File: src/rtl/core/tdcp_pkg.sv
package tdcp_pkg;

	localparam logic [4:0] TYPE_MEAS = 5'h00;
	localparam logic [4:0] TYPE_THDR = 5'h01;
	localparam logic [4:0] TYPE_TTRL = 5'h03;
	localparam logic [4:0] TYPE_TERR = 5'h04;
	localparam logic [4:0] TYPE_GHDR = 5'h08;
	localparam logic [4:0] TYPE_GTRL = 5'h10;
	localparam logic [4:0] TYPE_ETT  = 5'h11;

	localparam logic KIND_HIT   = 1'b0;
	localparam logic KIND_EVENT = 1'b1;

	localparam logic [15:0] WORD_INDEX_MAX = 16'hFFFF;

	localparam int QUEUE_DEPTH = 2;
	localparam int QIDX_W      = $clog2(QUEUE_DEPTH);
	localparam int QCNT_W      = $clog2(QUEUE_DEPTH + 1);

	typedef enum logic [2:0] {
		OP_MEAS,
		OP_THDR,
		OP_TTRL,
		OP_TERR,
		OP_GHDR,
		OP_GTRL,
		OP_ETT,
		OP_BAD
	} op_t;

	typedef struct packed {
		op_t         op;
		logic [26:0] data;
	} entry_t;

endpackage

File: src/rtl/core/tdcp_front.sv
module tdcp_front (
	input  logic           word_valid,
	input  logic [31:0]    word,
	input  logic           full,
	output logic           word_stall,
	output logic           push,
	output tdcp_pkg::entry_t push_data
);
	import tdcp_pkg::*;

	logic [4:0] wtype;

	assign wtype      = word[31:27];
	assign word_stall = full;
	assign push       = word_valid && !full;

	always_comb begin
		push_data.data = word[26:0];
		case (wtype)
			TYPE_MEAS: push_data.op = OP_MEAS;
			TYPE_THDR: push_data.op = OP_THDR;
			TYPE_TTRL: push_data.op = OP_TTRL;
			TYPE_TERR: push_data.op = OP_TERR;
			TYPE_GHDR: push_data.op = OP_GHDR;
			TYPE_GTRL: push_data.op = OP_GTRL;
			TYPE_ETT:  push_data.op = OP_ETT;
			default:   push_data.op = OP_BAD;
		endcase
	end

endmodule

File: src/rtl/core/tdcp_queue.sv
module tdcp_queue (
	input  logic             clk,
	input  logic             arst_n,
	input  logic             push,
	input  tdcp_pkg::entry_t push_data,
	output logic             full,
	input  logic             pop,
	output logic             q_valid,
	output tdcp_pkg::entry_t q_data
);
	import tdcp_pkg::*;

	entry_t              mem_q [QUEUE_DEPTH];
	logic [QIDX_W-1:0]   wr_ptr_q;
	logic [QIDX_W-1:0]   rd_ptr_q;
	logic [QCNT_W-1:0]   count_q;

	assign full    = (count_q == QCNT_W'(QUEUE_DEPTH));
	assign q_valid = (count_q != '0);
	assign q_data  = mem_q[rd_ptr_q];

	always_ff @(posedge clk) begin
		if (push) begin
			mem_q[wr_ptr_q] <= push_data;
		end
	end

	always_ff @(posedge clk or negedge arst_n) begin
		if (!arst_n) begin
			wr_ptr_q <= '0;
			rd_ptr_q <= '0;
			count_q  <= '0;
		end else begin
			if (push) begin
				wr_ptr_q <= (wr_ptr_q == QIDX_W'(QUEUE_DEPTH - 1)) ? '0 : wr_ptr_q + 1'b1;
			end
			if (pop) begin
				rd_ptr_q <= (rd_ptr_q == QIDX_W'(QUEUE_DEPTH - 1)) ? '0 : rd_ptr_q + 1'b1;
			end
			if (push && !pop) begin
				count_q <= count_q + 1'b1;
			end else if (pop && !push) begin
				count_q <= count_q - 1'b1;
			end
		end
	end

endmodule

File: src/rtl/core/tdcp_back.sv
module tdcp_back (
	input  logic             clk,
	input  logic             arst_n,
	input  logic             q_valid,
	input  tdcp_pkg::entry_t q_data,
	output logic             pop,
	output logic             rec_valid,
	input  logic             rec_stall,
	output logic             kind,
	output logic             trailing_edge,
	output logic [6:0]       channel,
	output logic [18:0]      measurement,
	output logic [21:0]      event_number,
	output logic [4:0]       geo_address,
	output logic             event_error,
	output logic             trigger_lost,
	output logic             buffer_overflow,
	output logic [15:0]      trailer_words,
	output logic [26:0]      trigger_time
);
	import tdcp_pkg::*;

	logic [21:0] event_count_q;
	logic [4:0]  geo_q;
	logic [11:0] header_id_q;
	logic [26:0] trig_time_q;
	logic        error_q;
	logic [15:0] word_index_q;
	logic        rec_valid_q;

	logic        out_free;
	logic        emit;
	logic [26:0] d;
	logic [16:0] count_with_this;
	logic        trailer_error;
	logic [15:0] word_index_inc;

	assign d               = q_data.data;
	assign out_free        = !rec_valid_q || !rec_stall;
	assign pop             = q_valid && out_free;
	assign emit            = (q_data.op == OP_MEAS) || (q_data.op == OP_GTRL);
	assign count_with_this = {1'b0, word_index_q} + 17'd1;
	assign trailer_error   = error_q || d[24] || (d[4:0] != geo_q)
		|| ({1'b0, d[20:5]} != count_with_this);
	assign word_index_inc  = (word_index_q != WORD_INDEX_MAX) ? word_index_q + 16'd1
		: word_index_q;
	assign rec_valid       = rec_valid_q;

	always_ff @(posedge clk or negedge arst_n) begin
		if (!arst_n) begin
			event_count_q <= '0;
			geo_q         <= '0;
			header_id_q   <= '0;
			trig_time_q   <= '0;
			error_q       <= 1'b0;
			word_index_q  <= '0;
			rec_valid_q   <= 1'b0;
		end else begin
			if (out_free) begin
				rec_valid_q <= pop && emit;
			end
			if (pop) begin
				word_index_q <= word_index_inc;
				case (q_data.op)
					OP_GHDR: begin
						event_count_q <= d[26:5];
						geo_q         <= d[4:0];
					end
					OP_THDR: begin
						header_id_q <= d[23:12];
					end
					OP_TTRL: begin
						if (d[23:12] != header_id_q) begin
							error_q <= 1'b1;
						end
					end
					OP_TERR: begin
						if (d[11:0] != 12'd0) begin
							error_q <= 1'b1;
						end
					end
					OP_ETT: begin
						trig_time_q <= d;
					end
					OP_GTRL: begin
						event_count_q <= '0;
						geo_q         <= '0;
						error_q       <= 1'b0;
						word_index_q  <= '0;
					end
					OP_BAD: begin
						error_q <= 1'b1;
					end
					default: begin
					end
				endcase
			end
		end
	end

	always_ff @(posedge clk) begin
		if (pop && emit) begin
			if (q_data.op == OP_MEAS) begin
				kind            <= KIND_HIT;
				trailing_edge   <= d[26];
				channel         <= d[25:19];
				measurement     <= d[18:0];
				event_number    <= '0;
				geo_address     <= '0;
				event_error     <= 1'b0;
				trigger_lost    <= 1'b0;
				buffer_overflow <= 1'b0;
				trailer_words   <= '0;
				trigger_time    <= '0;
			end else begin
				kind            <= KIND_EVENT;
				trailing_edge   <= 1'b0;
				channel         <= '0;
				measurement     <= '0;
				event_number    <= event_count_q;
				geo_address     <= geo_q;
				event_error     <= trailer_error;
				trigger_lost    <= d[26];
				buffer_overflow <= d[25];
				trailer_words   <= d[20:5];
				trigger_time    <= trig_time_q;
			end
		end
	end

	a_trailer_clears: assert property (@(posedge clk) disable iff (!arst_n)
		pop && q_data.op == OP_GTRL |=> word_index_q == '0 && !error_q && geo_q == '0)
		else $error("per-event state not cleared after a global trailer");

	a_index_monotonic: assert property (@(posedge clk) disable iff (!arst_n)
		pop && q_data.op != OP_GTRL |=> word_index_q >= $past(word_index_q))
		else $error("word index went backwards inside an event");

	a_hit_fields_zero: assert property (@(posedge clk) disable iff (!arst_n)
		rec_valid_q && kind == KIND_HIT |-> event_number == '0 && trailer_words == '0
			&& !event_error && trigger_time == '0)
		else $error("hit record carries event fields");

	a_no_pop_when_blocked: assert property (@(posedge clk) disable iff (!arst_n)
		rec_valid_q && rec_stall |-> !pop)
		else $error("queue popped while the output register is held");

endmodule

File: src/rtl/core/tdc_readout_word_parser_unit.sv
// Readout word parser for a multihit TDC data stream.
// Input channel: word with word_valid and word_stall. A request moves when
// word_valid is high and word_stall is low. Each word is decoded by its type.
// Output channel: one record per measurement word (hit record) and one per
// global trailer (end-of-event record), with rec_valid and rec_stall.
// All other word types only update the event state and give no record.
// A taken word is first written into the queue; when it is popped, its record
// is written into the output register, which drives rec_valid.
// Throughput: one word per cycle, sustained, as long as records are taken.
// A two-entry queue sits between the decode front and the execution back;
// when rec_stall holds the output register, the queue fills and word_stall
// rises once both entries are in use, so no request is lost.
// Reset (arst_n low) empties the queue and the output register and clears all
// event state, trigger time and TDC header event id.
module tdc_readout_word_parser_unit (
	input  logic        clk,
	input  logic        arst_n,
	input  logic        word_valid,
	output logic        word_stall,
	input  logic [31:0] word,
	output logic        rec_valid,
	input  logic        rec_stall,
	output logic        kind,
	output logic        trailing_edge,
	output logic [6:0]  channel,
	output logic [18:0] measurement,
	output logic [21:0] event_number,
	output logic [4:0]  geo_address,
	output logic        event_error,
	output logic        trigger_lost,
	output logic        buffer_overflow,
	output logic [15:0] trailer_words,
	output logic [26:0] trigger_time
);
	import tdcp_pkg::*;

	logic   full;
	logic   push;
	entry_t push_data;
	logic   pop;
	logic   q_valid;
	entry_t q_data;

	tdcp_front u_front (
		.word_valid (word_valid),
		.word       (word),
		.full       (full),
		.word_stall (word_stall),
		.push       (push),
		.push_data  (push_data)
	);

	tdcp_queue u_queue (
		.clk       (clk),
		.arst_n    (arst_n),
		.push      (push),
		.push_data (push_data),
		.full      (full),
		.pop       (pop),
		.q_valid   (q_valid),
		.q_data    (q_data)
	);

	tdcp_back u_back (
		.clk             (clk),
		.arst_n          (arst_n),
		.q_valid         (q_valid),
		.q_data          (q_data),
		.pop             (pop),
		.rec_valid       (rec_valid),
		.rec_stall       (rec_stall),
		.kind            (kind),
		.trailing_edge   (trailing_edge),
		.channel         (channel),
		.measurement     (measurement),
		.event_number    (event_number),
		.geo_address     (geo_address),
		.event_error     (event_error),
		.trigger_lost    (trigger_lost),
		.buffer_overflow (buffer_overflow),
		.trailer_words   (trailer_words),
		.trigger_time    (trigger_time)
	);

endmodule
File: config.mk
export PLATFORM = sky130hd
export DESIGN_NAME = tdc_readout_word_parser_unit
export DESIGN_NICKNAME = d
export VERILOG_FILES = /design/src/rtl/core/tdcp_pkg.sv /design/src/rtl/core/tdcp_front.sv /design/src/rtl/core/tdcp_queue.sv /design/src/rtl/core/tdcp_back.sv /design/src/rtl/core/tdc_readout_word_parser_unit.sv
export SDC_FILE = /design/constraint.sdc
export NUM_CORES = 1
export LEC_CHECK = 0
export BUFFER_PORTS_ARGS = -buffer_cell sky130_fd_sc_hd__buf_2
export CORE_MARGIN = 3
export CORE_UTILIZATION = 64
export CTS_BUF_LIST = sky130_fd_sc_hd__clkbuf_8
export DETAILED_ROUTE_END_ITERATION = 10
export PLACE_DENSITY = 0.88
export SYNTH_ARGS = -nofsm -noshare
export SYNTH_HDL_FRONTEND = slang
export SYNTH_SLANG_ARGS = --single-unit
File: constraint.sdc
create_clock -name clk -period 21.5 [get_ports clk]
set_input_delay 2.15 -clock clk [delete_from_list [all_inputs] [get_ports clk]]
set_output_delay 2.15 -clock clk [all_outputs]
set_load 0.02 [all_outputs]
==> results.json, run 1 <==
{
  "outcome": "complete, no violations",
  "via_count": 6766,
  "design_area_mm2": 0.01179,
  "coreArea_mm2": 0.01537,
  "vdd_ir_drop_max_v": 0.00008179,
  "finalCoreUtilization": 0.7669,
  "nets": 970,
  "hold_viol": 0,
  "p_clk_frac": 0.219,
  "area_delta_synth_final_pct": 15.77,
  "r2r-end": "u_back.event_number[1]",
  "seqPwrFrac": 0.448,
  "holdWs_ns": 0.4698,
  "cellPowerDensity_mw_per_mm2": 143.6,
  "cts_hold_buf": 0,
  "cts_buffers": 40,
  "grt_pass1_wl_mm": 33.26,
  "syn_avg_cell_area_um2": 12.99,
  "fmax_mhz": 254.3,
  "hold_class": "reg2reg",
  "cp_num_buf_inv": 1,
  "p_comb_frac": 0.333,
  "cp-end-kind": "flop",
  "drt_wl_total_mm": 21.48,
  "stdcell_count": 1175,
  "cp_cell_sequence": "buf_2 > nand2_1 > o21a_1 > nand3_2 > o31ai_1",
  "critPathMaxStageDelay_ns": 0.92,
  "seq_area_frac_synth": 0.6911,
  "die_y_um": 132.1,
  "clk_latency_ns": 0.53,
  "dr.first_iter.drc_count": 553,
  "fin_worst_skew_ns": 0.02222,
  "reg2reg_setup_slack_ns": 17.99,
  "cts_max_path_buffers": 3,
  "async_reset_ff_frac": 0.3534,
  "mappedNetlistNets": 822,
  "ys.flop_type": "edfxtp_1",
  "post-place-ws_ns": 17.08,
  "slew_viol_final": 0,
  "drcViolationCount": 0,
  "setup_viol_count_final": 0,
  "rr_startpoint": "u_queue.rd_ptr_q",
  "grt_max_degree": 84,
  "grt_use_total": 0.2423,
  "slowest_stage": "nand3_2",
  "layout_setup_ws_ns": 17.57,
  "cp.depth": 5,
  "swShare": 0.3641,
  "crit_arrival_ns": 4.33,
  "die_area_mm2": 0.01746,
  "path_clk_slew_ns": 0.06,
  "tightest_slew_ns": 1.263,
  "clock-sinks": 249,
  "rows": 45,
  "layout_min_cycle_time_ns": 3.932,
  "grt_pass1_vias": 6469,
  "synthDistinctLibCells": 45,
  "worst_r2r_path_depth": 5,
  "rsz0062_at_grt": "no",
  "antennaDiodeCount": 0,
  "slew_headroom": 0.1582,
  "setup_tns_ns": 0,
  "ctsResizeCount": 0,
  "required_ns": 21.90,
  "io_pins": 139,
  "maxCapViolCount": 0,
  "start_kind": "primary input",
  "cp_max_fo": 54,
  "min_from": "u_back.event_count_q[5]",
  "hold_end": "u_back.event_count_q[5]",
  "syn_inst": 784,
  "period_share": 0.1829,
  "synth_edf_count": 161,
  "hpwl_mm": 14.07,
  "place_inst": 1101,
  "crit_type": "in2reg",
  "cts_tree": "built",
  "ant_nets": 0,
  "power.switching_mw": 0.6164,
  "grt-ovfl-total": 0,
  "ys_warn_count": 0,
  "gp_congestion": 0.9177,
  "cts.htree.levels": 2,
  "min_path_cells": 2,
  "via_per_inst": 5.758,
  "crit_family": "compound AO/OA/AOI/OAI gates",
  "initial_utilization": 0.6624,
  "power.total_mw": 1.693,
  "drive_gt1_frac": 0.2313,
  "power.internal_mw": 1.077,
  "die_w_um": 132.1,
  "firstDrtPassIters": 6,
  "synth_area_mm2": 0.01018,
  "post_cts_buffers": 0,
  "root_buffer": "clkbuf_8",
  "leakagePower_nw": 4.672,
  "ys_seq_elements": 249,
  "wire_per_inst_um": 18.28,
  "portBuffers": 138,
  "antenna_found_initial": 0,
  "placed_cell_area_mm2": 0.01105
}
[cells by family (layout without fill, tap and decap cells)]
| logic type | count (synthesis) | count (layout) | synth area share |
|---|---|---|---|
| flip-flops | 249 | 249 | 0.6911 |
| multiplexers | 31 | 31 | 0.03649 |
| XOR/XNOR | 43 | 43 | 0.03699 |
| AND/OR/NAND/NOR | 272 | 272 | 0.1288 |
| buffers and inverters | 55 | 235 | 0.02568 |
| AO/OA/AOI/OAI | 131 | 131 | 0.07754 |
| adder cells (fa/ha/maj) | 3 | 3 | 0.003440 |
[worst max-delay path by stage]
stage,start,endpoint,slack (ns)
3_5_place_dp,rec_stall,u_back.event_count_q[9],17.08
6_report,rec_stall,u_back.event_count_q[9],17.57
4_1_cts,rec_stall,u_back.event_count_q[9],17.63
2_1_floorplan,rec_stall,u_back.buffer_overflow,13.35
3_3_place_gp,rec_stall,u_back.event_number[12],17.14
5_1_grt,rec_stall,u_back.event_count_q[9],17.34
[worst min-delay path, stage by stage (launching register included)]
cell and delay (ns):
dfrtp_1 0.33, nand2_1 0.05, o31ai_1 0.05
[state kept, by name, indices dropped and copies added (netlist names), 2 cells and up]
name                  count
u_back.measurement       19
u_back.geo_q              5
u_back.trigger_time      27
u_back.header_id_q       12
u_back.event_count_q     22
u_queue.mem_q            60
u_back.geo_address        5
u_back.word_index_q      16
u_queue.count_q           2
u_back.event_number      22
u_back.trig_time_q       27
u_back.channel            7
u_back.trailer_words     16
[layer usage]
layer  up-vias  wire length, um  GRT usage
li1       3133                -          -
met1      3259             8505     0.3254
met2       322            10640     0.3880
met3        52             1698    0.05038
met4         0              640     0.1091
met5         -                0          0
[layout by cell type (no fill, tap or decap), types with 3 or more instances in the layout]
master    synthesis  routed
and3_1            5       5
o31ai_1          35      35
mux2i_2           9       9
mux2i_1          18      18
clkbuf_8          0      42
nor4_1            6       6
buf_2            19     137
xnor2_1          34      34
nand2_1          59      59
xor2_1            9       9
or3_1             3       3
a21oi_1          41      40
edfxtp_1        161     161
o21ai_0          38      37
nor3_1           12      12
inv_1             9      22
and2_1           57      57
nand4_1          13      13
dfrtp_1          88      87
clkinv_1          0      10
buf_4             0      15
a31oi_1           3       3
clkinv_2          0       5
nand3_1          18      17
nor2_1           90      89
[cell type report]
class	instances	area, um^2
sequential	249	7038
fill	968	3583
multi-input combinational	480	2913
timing repair buffer	152	798.3
clock buffer	42	578.1
tap	211	264.0
clock inverter	32	162.7
inverter	9	33.78
[Yosys cell counts, types with 3 or more instances]
| master | number | share of area |
|---|---|---|
| a21oi_1 | 41 | 0.020 |
| a31oi_1 | 3 | 0.0018 |
| and2_1 | 57 | 0.035 |
| and3_1 | 5 | 0.0031 |
| buf_2 | 19 | 0.0093 |
| clkbuf_1 | 24 | 0.0088 |
| dfrtp_1 | 88 | 0.22 |
| edfxtp_1 | 161 | 0.47 |
| inv_1 | 9 | 0.0033 |
| mux2i_1 | 18 | 0.018 |
| mux2i_2 | 9 | 0.012 |
| nand2_1 | 59 | 0.022 |
| nand3_1 | 18 | 0.0088 |
| nand4_1 | 13 | 0.0080 |
| nor2_1 | 90 | 0.033 |
| nor3_1 | 12 | 0.0059 |
| nor4_1 | 6 | 0.0037 |
| o21ai_0 | 38 | 0.019 |
| o31ai_1 | 35 | 0.026 |
| or3_1 | 3 | 0.0018 |
| xnor2_1 | 34 | 0.029 |
| xor2_1 | 9 | 0.0077 |
[power by group through the flow]
| stage | clock network, mW | logic, mW | registers [mW] |
|---|---|---|---|
| CTS | 0.378 | 0.565 | 0.757 |
| floorplan | 0 | 0.346 | 0.819 |
| detailed placement | 0 | 0.560 | 0.765 |
| global route | 0.401 | 0.611 | 0.771 |
| finish | 0.371 | 0.564 | 0.758 |
| global placement | 0 | 0.540 | 0.757 |
Power figures use the tool's default switching activity.
==> run 2: changes to the inputs <==
CORE_UTILIZATION = 54   (was 64)
PLACE_DENSITY = 0.8   (was 0.88)
clock period = 3.3 ns   (was 21.5 ns; I/O delays follow)
==> results.json, run 2 (synthesis results as in run 1) <==
{
  "min_path_cells": 1,
  "grt_pass1_vias": 6619,
  "cts_max_path_buffers": 3,
  "maxCapViolCount": 0,
  "die_w_um": 143.3,
  "ctsResizeCount": 0,
  "firstDrtPassIters": 5,
  "grt_use_total": 0.2184,
  "grt-ovfl-total": 0,
  "design_area_mm2": 0.01226,
  "fillCellCount": 1332,
  "clk_latency_ns": 0.53,
  "dr.first_iter.drc_count": 768,
  "cp_max_fo": 20,
  "placed_cell_area_mm2": 0.01122,
  "clock-sinks": 249,
  "layout_common_cells": "161 x edfxtp_1, 137 x buf_2, 88 x nor2_1",
  "rr_startpoint": "u_queue.rd_ptr_q",
  "wire_per_inst_um": 18.07,
  "hpwl_mm": 14.59,
  "period_share": 0.8108,
  "start_kind": "flop",
  "post-place-ws_ns": 0.7235,
  "antennaDiodeCount": 0,
  "portBuffers": 138,
  "antenna_found_initial": 0,
  "crit_type": "reg2reg",
  "layout_min_cycle_time_ns": 2.676,
  "area_delta_synth_final_pct": 20.36,
  "setup_viol_count_final": 0,
  "multi_input_area_mm2": 0.002925,
  "fmax_mhz": 373.8,
  "rsz0062_at_grt": "no",
  "die_area_mm2": 0.02054,
  "hold_viol": 0,
  "worst_r2r_path_depth": 7,
  "cts_tree": "built",
  "gp_congestion": 0.9200,
  "min_from": "word[0]",
  "root_buffer": "clkbuf_8",
  "drcViolationCount": 0,
  "cellPowerDensity_mw_per_mm2": 920.2,
  "ant_nets": 0,
  "cts_buffers": 38,
  "r2r-end": "u_back.event_error",
  "cts_hold_buf": 27,
  "grt_pass1_wl_mm": 35.12,
  "slew_headroom": 0.4453,
  "place_inst": 1134,
  "slew_viol_final": 0,
  "regArea_mm2": 0.007038,
  "crit_arrival_ns": 2.94,
  "leakagePower_nw": 4.866,
  "layout_commonest_cell": "edfxtp_1",
  "initial_utilization": 0.5573,
  "required_ns": 3.57,
  "coreArea_mm2": 0.01827,
  "stdcell_count": 1230,
  "post_cts_buffers": 0,
  "hold_end": "u_queue.mem_q[1][0]",
  "cp-end-kind": "flop",
  "via_count": 6846,
  "fin_worst_skew_ns": 0.03347,
  "vdd_ir_drop_max_v": 0.0003393,
  "grt_max_degree": 83,
  "rows": 49,
  "die_y_um": 143.3,
  "drive_gt1_frac": 0.2468,
  "via_per_inst": 5.566,
  "top_regs": "u_queue.mem_q x60, u_back.trig_time_q x27, u_back.trigger_time x27",
  "largest_reg_flops": 60,
  "outcome": "complete, no violations",
  "cts.htree.levels": 2,
  "regMostFlops": "u_queue.mem_q",
  "tightest_slew_ns": 0.8297,
  "reg2reg_setup_slack_ns": 0.62,
  "drt_wl_total_mm": 22.23,
  "nets": 1010,
  "io_pins": 139,
  "path_clk_slew_ns": 0.06,
  "hold_class": "in2reg",
  "power.total_mw": 11.28,
  "layout_setup_ws_ns": 0.6245
}
==> run 2: cell types whose count changed in the layout (fill, tap and decap cells not counted), sizes merged <==
| cell | delta |
|---|---|
| clkinv | -4 |
| buf | +15 |
| dlygate4sd3 | +27 |
| clkbuf | +1 |
| inv | -4 |
| clkinvlp | +1 |
| bufinv | +1 |
==> run 2: how the worst max path moves through the flow <==
stage | startpoint | endpoint
2_1_floorplan | u_queue.rd_ptr_q | u_back.buffer_overflow
3_3_place_gp | u_queue.rd_ptr_q | u_back.event_error
3_5_place_dp | u_queue.rd_ptr_q | u_back.event_error
4_1_cts | u_queue.rd_ptr_q | u_back.event_error
5_1_grt | u_queue.rd_ptr_q | u_back.event_error
6_report | u_queue.rd_ptr_q | u_back.event_error
==> run 2: area by class of cell <==
type,count,share of cell area
clock buffer,43,0.04829
clock inverter,26,0.01419
timing repair buffer,194,0.09842
inverter,9,0.002757
multi-input combinational,480,0.2387
sequential,249,0.5743
tap,229,0.02338
==> run 2: power by group <==
part / internal [mW] / switching, mW
Sequential: 4.50 / 0.479
Clock: 1.37 / 1.16
Combinational: 1.39 / 2.39
==> run 2: routing by layer <==
| metal | global-route usage | up-vias | share of wire |
|---|---|---|---|
| met1 | 0.3091 | 3302 | 0.42 |
| met2 | 0.3472 | 302 | 0.49 |
| met4 | 0.06789 | 0 | 0.022 |
| met5 | 0 | - | 0 |
| met3 | 0.04459 | 39 | 0.071 |
| li1 | - | 3203 | - |
==> run 2: critical path: stages (launching register included) <==
cell and delay, ns:
dfrtp_2 0.65, buf_4 0.31, mux2i_1 0.47, xnor2_1 0.13, nor4_1 0.30, nand4b_1 0.19
nor3_1 0.24, a41oi_1 0.13
==> run 2: per-stage QoR <==
stage	TNS (ns)	util	hold slack (ns)
2_1_floorplan	-7.047	-	0.03441
3_3_place_gp	0	0.6141	0.4502
3_5_place_dp	0	0.6141	0.4597
4_1_cts	0	0.6708	0.007893
5_1_grt	0	0.6708	0.001477
6_report	0	0.6708	0.03747
